[src/rrss_pkg.sv]
package rrss_pkg;

  localparam int MAX_THREADS = 8;
  localparam int NUM_AREAS   = 16;

  localparam int IDX_W   = $clog2(MAX_THREADS);
  localparam int CNT_W   = $clog2(MAX_THREADS + 1);
  localparam int TAG_W   = 8;
  localparam int AREA_W  = 4;
  localparam int TIME_W  = 32;
  localparam int TICK_W  = 16;
  localparam int CMD_W   = 2;
  localparam int KIND_W  = 2;
  localparam int SLOT_W  = 3;
  localparam int MASK_W  = 16;
  localparam int COUNT_W = 4;

  localparam logic [CMD_W-1:0] CMD_TICK   = 2'd0;
  localparam logic [CMD_W-1:0] CMD_SWITCH = 2'd1;
  localparam logic [CMD_W-1:0] CMD_ADD    = 2'd2;

  localparam logic [KIND_W-1:0] KIND_DISPATCH  = 2'd0;
  localparam logic [KIND_W-1:0] KIND_ADD_OK    = 2'd1;
  localparam logic [KIND_W-1:0] KIND_ADD_FULL  = 2'd2;
  localparam logic [KIND_W-1:0] KIND_HALT      = 2'd3;

  localparam logic [TICK_W-1:0] TICK_RESET = 16'd1;

  typedef struct packed {
    logic [TAG_W-1:0]  tag;
    logic [AREA_W-1:0] area;
    logic [TIME_W-1:0] left_at;
    logic [TIME_W-1:0] sleep;
  } cell_data_t;

  typedef struct packed {
    logic load;   // new thread enters this cell
    logic shift;  // take the neighbour's entry (retire compaction)
    logic park;   // record leave time and sleep
  } cell_ctl_t;

endpackage

[src/rrss_in_if.sv]
interface rrss_in_if;
  import rrss_pkg::*;

  logic                valid;
  logic                ready;
  logic [CMD_W-1:0]    command;
  logic                completed;
  logic [TIME_W-1:0]   sleep_ms;
  logic [TAG_W-1:0]    thread_tag;
  logic [AREA_W-1:0]   area_index;

  modport source (
    output valid, command, completed, sleep_ms, thread_tag, area_index,
    input  ready
  );

  modport sink (
    input  valid, command, completed, sleep_ms, thread_tag, area_index,
    output ready
  );

endinterface

[src/rrss_out_if.sv]
interface rrss_out_if;
  import rrss_pkg::*;

  logic                valid;
  logic                ready;
  logic [KIND_W-1:0]   kind;
  logic [TAG_W-1:0]    next_tag;
  logic [SLOT_W-1:0]   next_slot;
  logic [MASK_W-1:0]   area_mask;
  logic [COUNT_W-1:0]  thread_count;

  modport source (
    output valid, kind, next_tag, next_slot, area_mask, thread_count,
    input  ready
  );

  modport sink (
    input  valid, kind, next_tag, next_slot, area_mask, thread_count,
    output ready
  );

endinterface

[src/round_robin_sleep_scheduler.sv]
// Round-robin thread scheduler with sleep. Threads sit in a row of cells, one
// per table slot, each checking its own due time against the millisecond
// clock every cycle; retiring a thread shifts all later cells down by one at
// once. A tick with no dispatch pending finishes in idle; an add or a refused
// add goes through the emit state. A switch (or a tick that retries a pending
// dispatch) goes through settle, then scans the slots, one per cycle from the
// current index, to the first ready one and emits it; if none is ready it idles
// with the dispatch pending, and a switch that finds the table empty halts.
// Results go through an output register, so a new command may be taken while
// the previous result still waits; the next result then waits for that
// transfer. tick_interval is written through cfg_we.
module round_robin_sleep_scheduler
  import rrss_pkg::*;
(
  input  logic               clk,
  input  logic               rst_n,
  rrss_in_if.sink            in_ch,
  rrss_out_if.source         out_ch,
  input  logic               cfg_we,
  input  logic [TICK_W-1:0]  cfg_wdata
);

  typedef enum logic [1:0] {
    ST_IDLE,
    ST_SETTLE,
    ST_SCAN,
    ST_EMIT
  } state_t;

  state_t              state_r, state_nxt;
  logic [TICK_W-1:0]   interval_r;
  logic [TIME_W-1:0]   clock_r, clock_nxt;
  logic [CNT_W-1:0]    count_r, count_nxt;
  logic [IDX_W-1:0]    idx_r, idx_nxt;
  logic                running_r, running_nxt;
  logic                pending_r, pending_nxt;
  logic [NUM_AREAS-1:0] areas_r, areas_nxt;
  logic                is_switch_r, is_switch_nxt;
  logic [IDX_W-1:0]    scan_idx_r, scan_idx_nxt;
  logic [CNT_W-1:0]    scan_n_r, scan_n_nxt;
  logic [KIND_W-1:0]   res_kind_r, res_kind_nxt;
  logic [TAG_W-1:0]    res_tag_r, res_tag_nxt;
  logic [SLOT_W-1:0]   res_slot_r, res_slot_nxt;

  logic                out_valid_r, out_valid_nxt;
  logic [KIND_W-1:0]   out_kind_r, out_kind_nxt;
  logic [TAG_W-1:0]    out_tag_r, out_tag_nxt;
  logic [SLOT_W-1:0]   out_slot_r, out_slot_nxt;
  logic [MASK_W-1:0]   out_mask_r, out_mask_nxt;
  logic [COUNT_W-1:0]  out_count_r, out_count_nxt;

  cell_ctl_t           ctl      [MAX_THREADS];
  cell_data_t          cell_q   [MAX_THREADS];
  logic [MAX_THREADS-1:0] cell_ready;

  logic                accept;
  logic                idx_valid;
  logic                do_retire, do_park, do_load;
  logic [AREA_W-1:0]   cur_area;
  logic [IDX_W-1:0]    scan_wrap;

  assign in_ch.ready = (state_r == ST_IDLE);
  assign accept      = in_ch.valid && in_ch.ready;
  assign idx_valid   = ({1'b0, idx_r} < count_r) && (count_r != '0);
  assign cur_area    = cell_q[idx_r].area;

  assign do_retire = accept && (in_ch.command == CMD_SWITCH) && running_r &&
                     idx_valid && in_ch.completed;
  assign do_park   = accept && (in_ch.command == CMD_SWITCH) && running_r &&
                     idx_valid && !in_ch.completed;
  assign do_load   = accept && (in_ch.command == CMD_ADD) &&
                     (count_r < CNT_W'(MAX_THREADS));

  assign scan_wrap = (CNT_W'(scan_idx_r) + CNT_W'(1) == count_r) ?
                     '0 : scan_idx_r + IDX_W'(1);

  always_comb begin
    for (int i = 0; i < MAX_THREADS; i++) begin
      ctl[i].load  = do_load && (CNT_W'(i) == count_r);
      ctl[i].shift = do_retire && (IDX_W'(i) >= idx_r) &&
                     (CNT_W'(i + 1) < count_r);
      ctl[i].park  = do_park && (IDX_W'(i) == idx_r);
    end
  end

  for (genvar g = 0; g < MAX_THREADS; g++) begin : g_cell
    cell_data_t nb;
    if (g < MAX_THREADS - 1) begin : g_nb
      assign nb = cell_q[g + 1];
    end else begin : g_last
      assign nb = cell_q[g];
    end
    rrss_cell u_cell (
      .clk      (clk),
      .ctl      (ctl[g]),
      .clock_ms (clock_r),
      .new_tag  (in_ch.thread_tag),
      .new_area (in_ch.area_index),
      .sleep_ms (in_ch.sleep_ms),
      .nb_data  (nb),
      .data     (cell_q[g]),
      .ready    (cell_ready[g])
    );
  end

  always_comb begin
    state_nxt     = state_r;
    clock_nxt     = clock_r;
    count_nxt     = count_r;
    idx_nxt       = idx_r;
    running_nxt   = running_r;
    pending_nxt   = pending_r;
    areas_nxt     = areas_r;
    is_switch_nxt = is_switch_r;
    scan_idx_nxt  = scan_idx_r;
    scan_n_nxt    = scan_n_r;
    res_kind_nxt  = res_kind_r;
    res_tag_nxt   = res_tag_r;
    res_slot_nxt  = res_slot_r;
    out_valid_nxt = out_valid_r && !out_ch.ready;
    out_kind_nxt  = out_kind_r;
    out_tag_nxt   = out_tag_r;
    out_slot_nxt  = out_slot_r;
    out_mask_nxt  = out_mask_r;
    out_count_nxt = out_count_r;

    case (state_r)
      ST_IDLE: begin
        if (accept) begin
          case (in_ch.command)
            CMD_TICK: begin
              clock_nxt     = clock_r + TIME_W'(interval_r);
              is_switch_nxt = 1'b0;
              if (pending_r) begin
                state_nxt = ST_SETTLE;
              end
            end
            CMD_SWITCH: begin
              is_switch_nxt = 1'b1;
              state_nxt     = ST_SETTLE;
              if (do_retire) begin
                if (32'(cur_area) < NUM_AREAS) begin
                  areas_nxt[cur_area] = 1'b0;
                end
                if (CNT_W'(idx_r) + CNT_W'(1) == count_r) begin
                  idx_nxt = '0;
                end
                count_nxt = count_r - CNT_W'(1);
              end else if (do_park) begin
                idx_nxt = (CNT_W'(idx_r) + CNT_W'(1) == count_r) ?
                          '0 : idx_r + IDX_W'(1);
              end
            end
            CMD_ADD: begin
              state_nxt = ST_EMIT;
              if (do_load) begin
                if (32'(in_ch.area_index) < NUM_AREAS) begin
                  areas_nxt[in_ch.area_index] = 1'b1;
                end
                count_nxt    = count_r + CNT_W'(1);
                res_kind_nxt = KIND_ADD_OK;
                res_tag_nxt  = in_ch.thread_tag;
                res_slot_nxt = SLOT_W'(count_r);
              end else begin
                res_kind_nxt = KIND_ADD_FULL;
                res_tag_nxt  = '0;
                res_slot_nxt = '0;
              end
            end
            default: begin
            end
          endcase
        end
      end

      ST_SETTLE: begin
        // cells' ready flags are registered here from the updated clock and entries, for the scan
        if (count_r == '0) begin
          running_nxt = 1'b0;
          pending_nxt = 1'b0;
          if (is_switch_r) begin
            idx_nxt      = '0;
            res_kind_nxt = KIND_HALT;
            res_tag_nxt  = '0;
            res_slot_nxt = '0;
            state_nxt    = ST_EMIT;
          end else begin
            state_nxt = ST_IDLE;
          end
        end else begin
          scan_idx_nxt = idx_valid ? idx_r : '0;
          scan_n_nxt   = '0;
          state_nxt    = ST_SCAN;
        end
      end

      ST_SCAN: begin
        if (cell_ready[scan_idx_r]) begin
          idx_nxt      = scan_idx_r;
          pending_nxt  = 1'b0;
          running_nxt  = 1'b1;
          res_kind_nxt = KIND_DISPATCH;
          res_tag_nxt  = cell_q[scan_idx_r].tag;
          res_slot_nxt = SLOT_W'(scan_idx_r);
          state_nxt    = ST_EMIT;
        end else if (scan_n_r == count_r - CNT_W'(1)) begin
          idx_nxt     = scan_wrap;
          pending_nxt = 1'b1;
          running_nxt = 1'b0;
          state_nxt   = ST_IDLE;
        end else begin
          scan_idx_nxt = scan_wrap;
          scan_n_nxt   = scan_n_r + CNT_W'(1);
        end
      end

      ST_EMIT: begin
        if (!out_valid_r || out_ch.ready) begin
          out_valid_nxt = 1'b1;
          out_kind_nxt  = res_kind_r;
          out_tag_nxt   = res_tag_r;
          out_slot_nxt  = res_slot_r;
          out_mask_nxt  = MASK_W'(areas_r);
          out_count_nxt = COUNT_W'(count_r);
          state_nxt     = ST_IDLE;
        end
      end

      default: begin
        state_nxt = ST_IDLE;
      end
    endcase
  end

  always_ff @(posedge clk) begin
    if (!rst_n) begin
      state_r     <= ST_IDLE;
      interval_r  <= TICK_RESET;
      clock_r     <= '0;
      count_r     <= '0;
      idx_r       <= '0;
      running_r   <= 1'b0;
      pending_r   <= 1'b0;
      areas_r     <= '0;
      is_switch_r <= 1'b0;
      out_valid_r <= 1'b0;
    end else begin
      state_r     <= state_nxt;
      if (cfg_we) begin
        interval_r <= cfg_wdata;
      end
      clock_r     <= clock_nxt;
      count_r     <= count_nxt;
      idx_r       <= idx_nxt;
      running_r   <= running_nxt;
      pending_r   <= pending_nxt;
      areas_r     <= areas_nxt;
      is_switch_r <= is_switch_nxt;
      out_valid_r <= out_valid_nxt;
    end
    scan_idx_r  <= scan_idx_nxt;
    scan_n_r    <= scan_n_nxt;
    res_kind_r  <= res_kind_nxt;
    res_tag_r   <= res_tag_nxt;
    res_slot_r  <= res_slot_nxt;
    out_kind_r  <= out_kind_nxt;
    out_tag_r   <= out_tag_nxt;
    out_slot_r  <= out_slot_nxt;
    out_mask_r  <= out_mask_nxt;
    out_count_r <= out_count_nxt;
  end

  assign out_ch.valid        = out_valid_r;
  assign out_ch.kind         = out_kind_r;
  assign out_ch.next_tag     = out_tag_r;
  assign out_ch.next_slot    = out_slot_r;
  assign out_ch.area_mask    = out_mask_r;
  assign out_ch.thread_count = out_count_r;

endmodule

[src/rrss_cell.sv]
module rrss_cell
  import rrss_pkg::*;
(
  input  logic              clk,
  input  cell_ctl_t         ctl,
  input  logic [TIME_W-1:0] clock_ms,
  input  logic [TAG_W-1:0]  new_tag,
  input  logic [AREA_W-1:0] new_area,
  input  logic [TIME_W-1:0] sleep_ms,
  input  cell_data_t        nb_data,
  output cell_data_t        data,
  output logic              ready
);

  cell_data_t data_r;
  logic       ready_r;

  always_ff @(posedge clk) begin
    if (ctl.load) begin
      data_r.tag     <= new_tag;
      data_r.area    <= new_area;
      data_r.left_at <= '0;
      data_r.sleep   <= '0;
    end else if (ctl.shift) begin
      data_r <= nb_data;
    end else if (ctl.park) begin
      data_r.left_at <= clock_ms;
      data_r.sleep   <= sleep_ms;
    end
    // due time in one extra bit so it never wraps
    ready_r <= {1'b0, clock_ms} >= ({1'b0, data_r.left_at} + {1'b0, data_r.sleep});
  end

  assign data  = data_r;
  assign ready = ready_r;

endmodule

[src/flat_wrapper.sv]
// flat-port wrapper written by rule: the top's interface ports become plain ports
module round_robin_sleep_scheduler_flat import rrss_pkg::*;
  (clk, rst_n, cfg_we, cfg_wdata, in_ch_valid, in_ch_command, in_ch_completed, in_ch_sleep_ms, in_ch_thread_tag, in_ch_area_index, in_ch_ready, out_ch_valid, out_ch_kind, out_ch_next_tag, out_ch_next_slot, out_ch_area_mask, out_ch_thread_count, out_ch_ready);
  rrss_in_if in_ch_i ();
  rrss_out_if out_ch_i ();
  input  logic clk;
  input  logic rst_n;
  input  logic cfg_we;
  input  logic [TICK_W-1:0] cfg_wdata;
  input wire logic [$bits(in_ch_i.valid)-1:0] in_ch_valid;
  input wire logic [$bits(in_ch_i.command)-1:0] in_ch_command;
  input wire logic [$bits(in_ch_i.completed)-1:0] in_ch_completed;
  input wire logic [$bits(in_ch_i.sleep_ms)-1:0] in_ch_sleep_ms;
  input wire logic [$bits(in_ch_i.thread_tag)-1:0] in_ch_thread_tag;
  input wire logic [$bits(in_ch_i.area_index)-1:0] in_ch_area_index;
  output wire logic [$bits(in_ch_i.ready)-1:0] in_ch_ready;
  output wire logic [$bits(out_ch_i.valid)-1:0] out_ch_valid;
  output wire logic [$bits(out_ch_i.kind)-1:0] out_ch_kind;
  output wire logic [$bits(out_ch_i.next_tag)-1:0] out_ch_next_tag;
  output wire logic [$bits(out_ch_i.next_slot)-1:0] out_ch_next_slot;
  output wire logic [$bits(out_ch_i.area_mask)-1:0] out_ch_area_mask;
  output wire logic [$bits(out_ch_i.thread_count)-1:0] out_ch_thread_count;
  input wire logic [$bits(out_ch_i.ready)-1:0] out_ch_ready;
  assign in_ch_i.valid = in_ch_valid;
  assign in_ch_i.command = in_ch_command;
  assign in_ch_i.completed = in_ch_completed;
  assign in_ch_i.sleep_ms = in_ch_sleep_ms;
  assign in_ch_i.thread_tag = in_ch_thread_tag;
  assign in_ch_i.area_index = in_ch_area_index;
  assign in_ch_ready = in_ch_i.ready;
  assign out_ch_valid = out_ch_i.valid;
  assign out_ch_kind = out_ch_i.kind;
  assign out_ch_next_tag = out_ch_i.next_tag;
  assign out_ch_next_slot = out_ch_i.next_slot;
  assign out_ch_area_mask = out_ch_i.area_mask;
  assign out_ch_thread_count = out_ch_i.thread_count;
  assign out_ch_i.ready = out_ch_ready;
  round_robin_sleep_scheduler u_core (.clk(clk), .rst_n(rst_n), .in_ch(in_ch_i), .out_ch(out_ch_i), .cfg_we(cfg_we), .cfg_wdata(cfg_wdata));
endmodule
[config.mk]
export PLATFORM = sky130hd
export DESIGN_NAME = round_robin_sleep_scheduler_flat
export DESIGN_NICKNAME = d
export VERILOG_FILES = /design/src/rrss_pkg.sv /design/src/rrss_in_if.sv /design/src/rrss_out_if.sv /design/src/round_robin_sleep_scheduler.sv /design/src/rrss_cell.sv /design/src/flat_wrapper.sv
export SDC_FILE = /design/constraint.sdc
export NUM_CORES = 2
export LEC_CHECK = 0
export ABC_AREA = 1
export BUFFER_PORTS_ARGS = -buffer_cell sky130_fd_sc_hd__buf_4
export CAP_MARGIN = 5
export CELL_PAD_IN_SITES_DETAIL_PLACEMENT = 0
export CELL_PAD_IN_SITES_GLOBAL_PLACEMENT = 1
export CORE_MARGIN = 3
export CORE_UTILIZATION = 40
export CTS_CLUSTER_DIAMETER = 100
export DETAILED_ROUTE_END_ITERATION = 10
export GPL_ROUTABILITY_DRIVEN = 0
export HOLD_SLACK_MARGIN = 0.06
export PLACE_DENSITY = 0.73
export SYNTH_ARGS = -nofsm -noshare
export SYNTH_HDL_FRONTEND = slang
export SYNTH_SLANG_ARGS = --single-unit
[constraint.sdc]
create_clock -name clk -period 9.8 [get_ports clk]
set_input_delay 1.96 -clock clk [delete_from_list [all_inputs] [get_ports clk]]
set_output_delay 1.96 -clock clk [all_outputs]
set_load 0.01 [all_outputs]
* After elaboration in Yosys (flattened, before gate mapping)
Cells that the tools add are included.
** Operators by class
- $add $sub $neg :: 16
- $lt $le $gt $ge :: 33
- Equality and inequality tests :: 39
- Mux-type cells :: 105
- Bitwise logic cells :: 6
- Reduce and logical (&&, ||, !) cells :: 81
** Operators with widths (number)
- 64-bit two-way mux :: 14
- 76-bit two-way mux :: 9
- 76-bit binary-select mux with 3-bit select :: 2
- 32-bit by 32-bit adder with 33-bit output :: 8
- 32-bit by 33-bit greater-or-equal comparator with 1-bit output :: 8
- 68-bit two-way mux :: 2
- 12-bit two-way mux :: 7
- 3-bit two-way mux :: 19
- 8-bit two-way mux :: 6
- 1-bit logical AND :: 44
- 2-bit nonzero test :: 17
- 32-bit by 16-bit adder with 32-bit output :: 1
- 16-bit two-way mux :: 2
- 16-bit case mux with 2 select lines :: 1
- 2-bit two-way mux :: 13
- 8-bit case mux with 3 select lines :: 1
- 4-bit two-way mux :: 5
- 3-bit case mux with 3 select lines :: 2
- 16-bit bitwise AND :: 1
- 3-bit by 4-bit equality test with 1-bit output, first input constant :: 4
- 3-bit by 4-bit < comparator with 1-bit output, first input constant :: 4
- 16-bit inverter :: 1
- 16-bit OR :: 1
- 4-bit case mux with 2 select lines :: 2
- 51 further kinds :: 106
** Storage, ports and cells
- Flip-flop bits (word level) :: 746
- Input port bits :: 68
- Output and inout port bits :: 35
- Word-level logic and storage cells :: 340

* Logic depth before layout (Yosys ltp)
- Depth after elaboration :: 12
- Gate-level depth with buffers :: 26
- Gate-level depth less buffers :: 26

* Modules after synthesis
A second synthesis with hierarchy kept.
** Unflattened totals
- Cell total of the unflattened synthesis :: 9111
- Area total of the unflattened synthesis :: 59420.7 um^2
** By module, submodules not included
- rrss_cell (u_core.g_cell[2].u_cell ...) :: instances 4, cells each 973, area each 6322.3 um^2, sequential area each 1661.6 um^2
- rrss_cell (u_core.g_cell[6].u_cell ...) :: instances 2, cells each 1027, area each 6523.8 um^2, sequential area each 1661.6 um^2
- rrss_cell (u_core.g_cell[0].u_cell ...) :: instances 2, cells each 996, area each 6443.7 um^2, sequential area each 1661.6 um^2
- round_robin_sleep_scheduler :: instances 1, cells each 1173, area each 8196.6 um^2, sequential area each 3133.0 um^2

* Worst setup path before layout
OpenSTA, ideal clock, no wires.
- Kind :: input to register
- Start :: input out_ch_ready
- End :: register u_core.out_mask_r[0] (netlist: u_core.out_ch.area_mask[0]) (enable)
- Setup time :: 0.434 ns
- Data arrival time :: 3.637 ns
- Data required time :: 9.366 ns
- Slack :: 5.729 ns
- Stages :: 2
- Path buffers :: 0
- Cell sequence :: inv_1 > a21oi_1
** Between the ends
- Cells in the longest elaborated chain, start to end :: 2
** Ends and longest elaborated chain
- start, declared :: line flat_wrapper.sv:23 : input wire logic [$bits(out_ch_i.ready)-1:0] out_ch_ready;
- 1-bit logical OR :: line round_robin_sleep_scheduler.sv:218 : if (!out_valid_r || out_ch.ready) begin
- 2-bit AND reduction (no line)
- end signal, assigned :: line round_robin_sleep_scheduler.sv:269 : out_mask_r <= out_mask_nxt;
- end, declared :: line round_robin_sleep_scheduler.sv:49 : logic [MASK_W-1:0] out_mask_r, out_mask_nxt;
Every way passes these cells.
A chain may end at the register's enable or synchronous reset.

* Worst setup path in the final report
- Start :: input in_ch_command[1]
- End :: register u_core.g_cell[0].u_cell.data_r, in the netlist u_core.g_cell[0].u_cell.data[34]
** Between the ends
- Cells in the longest elaborated chain, start to end :: 8
- Elaborated cells on any way between the ends :: 15
- Classes of those cells :: eq/ne: 2; mux: 1; reduce/logical: 12
** Ends and longest elaborated chain
- start, declared :: line flat_wrapper.sv:11 : input wire logic [$bits(in_ch_i.command)-1:0] in_ch_command;
- 2-bit by 1-bit equality test with 1-bit output :: line round_robin_sleep_scheduler.sv:67, round_robin_sleep_scheduler.sv:69
- 1-bit logical AND (3 in series) :: line round_robin_sleep_scheduler.sv:67, round_robin_sleep_scheduler.sv:69
- 1-bit logical AND :: line round_robin_sleep_scheduler.sv:68 : idx_valid && in_ch.completed;
- 1-bit logical AND (2 in series) :: line round_robin_sleep_scheduler.sv:80 : ctl[i].shift = do_retire && (IDX_W'(i) >= idx_r) &&
- 64-bit two-way mux or 2-bit nonzero test (tied branches)
- end signal, assigned :: line rrss_cell.sv:25 : data_r <= nb_data;
- end, declared :: line rrss_cell.sv:15 : cell_data_t data_r;
Parallel ways exist; a longest one is shown, timed or not.

==> results.md <==
* Peak VDD IR at 0.150 mV
* RSZ-0062 raised after global routing: no
* DIE HEIGHT at between 300 and 400 microns
* Ys async rst share at 0
* DR WL/cell at 23.4 microns
* Row Count at 133
* Tcrit/Tclk final at 0.539
* IO Port Bufs at 102
* Fmax at 189 MHz
* Post-Place Worst Slack at ~3.9 ns
* Worst path buffer plus inverter count at 4
* Die Footprint at between 100,000 and 150,000 sq um
* Area growth syn-to-layout at 9.60%
* Final worst setup slack at 4.52 ns
* CTS sink count at 746
* Max cap viols at 0
* Worst Path Arrival at 5.91 ns
* Die X at 372 microns
* Seq cells post-synth at around 750
* # diodes at 0
* Post-CTS setup buffers at 0
* Remaining Overflow, GRT at 0
* HPWL after DPL at 170 mm
* Yosys cell types at 51
* Vias at 54,000
* Register area share after synthesis at 0.306
* Outcome: completed
* I/O pin count at 103
* # nets final at around 8,100
* Initial antenna violation count at 7
* Worst hold margin at 0.416 ns
* Antenna Nets Post-Route at 0
* Worst-margin pin slew at 1.23 ns
* WL final at 218 mm
* Syn Inst Count at roughly 7,600
* Final setup TNS at 0 ns
* Relative slew slack at 0.172
* Clock slew at reported path FFs at 0.06 ns
* Req. time, crit path at 10.43 ns
* DR iter-0 viols at 5,942
* # setup viols final at 0
* Global-route wire length before repair at 319 mm
* CP top delay family: buffers and inverters
* Slew Viols, Final at 0
* Hold-fix buffers, CTS at 0
* CTS Buf Count at 86
* Mapped Area at 53,700 sq um
* CTS Buffer Depth at 3
* Critical path peak fanout at about 110
* Crit. End Element: register
* H-tree Lvls at 3
* Number of global-route vias before repair at slightly below 50,000
* Hold Vio Cnt, Final at 0
* Pin count of the biggest net entering global routing at 109
* Clock latency on the worst-skew pair at 0.71 ns
* Initial Util at 0.405
* Mapped Nets at 8,199
* Total track usage at 0.304
* Pleak at roughly 0.027 uW
* Worst Skew at 0.0332 ns
* CTS resizes at 0
* Worst Hold Class: reg -> reg
* FILL cells at 13,800
* Number of synthesized flops with an enable pin at 149
* Worst Setup Start Kind: input port
* Cells along the critical path: buf_4 -> inv_1 -> ha_1 -> nand2_1 -> nor2_1 -> nand2_4 -> nor2_8 -> buf_4 -> nand2_4 -> nand2_4 -> buf_4 -> o21ai_0 -> a21oi_1
* Ys Warns at 0
* Via density at 5.77
* CP Class: in -> reg
* Crit path largest cell delay at around 0.76 ns
* Min Tclk post-route at between 5 and 6 ns
* # DRC at 0
* Slowest cell on crit path: buf_4
* CTS tree: built
* Share of layout cells above drive strength 1 at 0.0510
* Core Area at 132,000 sq um
* Average size of a mapped cell at just over 7 sq um
* Ys flop type: dfxtp_1
* Clk Tree Root Cell: clkbuf_16
* Detailed Routing Iterations Pass 1 at 8
* Pwr dens at 178 nW/um^2
## metrics by stage
step                      power (uW)  cell area (sq um)  std cells  utilization
after floorplan                 5770              53700       7574            -
after global placement          6940              55900       9188        0.422
after detailed placement        6960              55900       9188        0.422
after CTS                      10400              58800       9347        0.444
after global routing           11000              58800       9347        0.444
final                          10400              58800       9347        0.444
## cell type report
cell class	count	area, sq um	share of cell area
well taps	1755	2200	0.0373
flip-flops and latches	746	16400	0.279
inverters	543	2040	0.0346
clock inverters	41	566	0.00961
multi-input cells	5957	33800	0.574
repair buffers	187	1400	0.0239
clock buffers	118	2420	0.0412
## worst reg2reg max path, cell delays in order (launching register included)
cell and delay, ns:
dfxtp_1 0.65, inv_1 0.31, ha_1 0.34, nand2_2 0.14, inv_2 0.08, nor2_2 0.26, nand2_4 0.13, nor2_8 0.22
buf_4 0.69, nand2_4 0.58, nand2_4 0.37, buf_4 0.76, o21ai_0 0.33, a21oi_1 0.17
## layer usage
| metal | GRT usage | wire length [microns] | vias to the layer above |
|---|---|---|---|
| li1 | - | - | 26000 |
| met1 | 0.409 | 95200 | 25400 |
| met2 | 0.490 | 97900 | 2169 |
| met3 | 0.0498 | 15900 | 414 |
| met4 | 0.111 | 9310 | 2 |
| met5 | 0 | 11 | - |
## cells in the mapped netlist, types with 12 or more instances
cell	n	area (sq um)
a211oi_1	13	97.6
a21o_1	43	323
a21oi_1	917	4590
buf_1	18	67.6
buf_2	95	475
buf_4	18	135
buf_6	15	169
clkbuf_1	177	664
clkinv_1	13	48.8
dfxtp_1	597	12000
edfxtp_1	149	4470
ha_1	548	6860
inv_1	518	1940
inv_2	12	45.0
nand2_1	1698	6370
nand3_1	389	1950
nand3b_1	28	210
nand4_1	82	513
nor2_1	712	2670
nor3_1	72	360
nor4_1	39	244
o211a_1	61	611
o211ai_1	228	1710
o21a_1	88	661
o21ai_0	615	3080
o21ai_1	44	220
o21bai_1	38	285
o22ai_1	23	144
xnor2_1	110	963
xor2_1	124	1090
## layout by cell type, fill, tap and decap left out, drive strengths merged, types with 6 or more instances in the layout
cell     instances
nand2         1709
a21oi          917
nor2           718
o21ai          659
dfxtp          597
ha             548
inv            534
nand3          390
o211ai         228
buf            187
edfxtp         149
xor2           124
clkbuf         118
xnor2          110
o21a            88
nand4           82
nor3            73
o211a           61
a21o            43
nor4            39
o21bai          38
clkinv          34
nand3b          28
o22ai           23
a211oi          13
bufinv          11
a21boi          10
a31oi           10
fa               9
or2              8
a31o             7
o2111ai          6
## worst paths after layout
| check | cells after the start | from | to | slack (ns) |
|---|---|---|---|---|
| hold reg to reg | 0 | u_core.res_tag_r[4] | u_core.out_ch.next_tag[4] | 0.42 |
| setup / recovery | 13 | in_ch_command[1] | u_core.g_cell[0].u_cell.data[34] | 4.52 |
| hold / removal | 0 | u_core.res_tag_r[4] | u_core.out_ch.next_tag[4] | 0.42 |
| setup reg to reg | 13 | u_core.count_r[0] | u_core.g_cell[0].u_cell.data[34] | 4.68 |
## state kept, by name, summed over array words and instances, names as in the netlist, 2 cells and up
register / cells
u_core.out_ch.area_mask: 16
u_core.out_ch.next_slot: 3
u_core.count_r: 4
u_core.areas_r: 16
u_core.res_kind_r: 2
u_core.state_r: 2
u_core.scan_idx_r: 3
u_core.g_cell.u_cell.data: 608
u_core.res_tag_r: 8
u_core.scan_n_r: 4
u_core.idx_r: 3
u_core.interval_r: 16
u_core.out_ch.kind: 2
u_core.out_ch.next_tag: 8
u_core.out_ch.thread_count: 4
u_core.g_cell.u_cell.ready: 8
u_core.res_slot_r: 3
u_core.clock_r: 32
## power by group
part	internal (uW)	switching, uW
registers	3420	256
logic	1070	2240
clock network	2030	1440
total	6520	3930
## logic make-up (layout without fill, tap and decap cells)
| group | Yosys count | count (layout) | share of synthesized area |
|---|---|---|---|
| adders and majority gates | 557 | 557 | 0.131 |
| and+or+nand+nor | 3058 | 3058 | 0.235 |
| AOI/OAI and AO/OA | 2108 | 2108 | 0.224 |
| xor gates and xnor gates | 234 | 234 | 0.0382 |
| buffers and inverters | 871 | 889 | 0.0666 |
| DFF | 746 | 746 | 0.306 |
No activity file was read; power rests on OpenSTA's default activity.
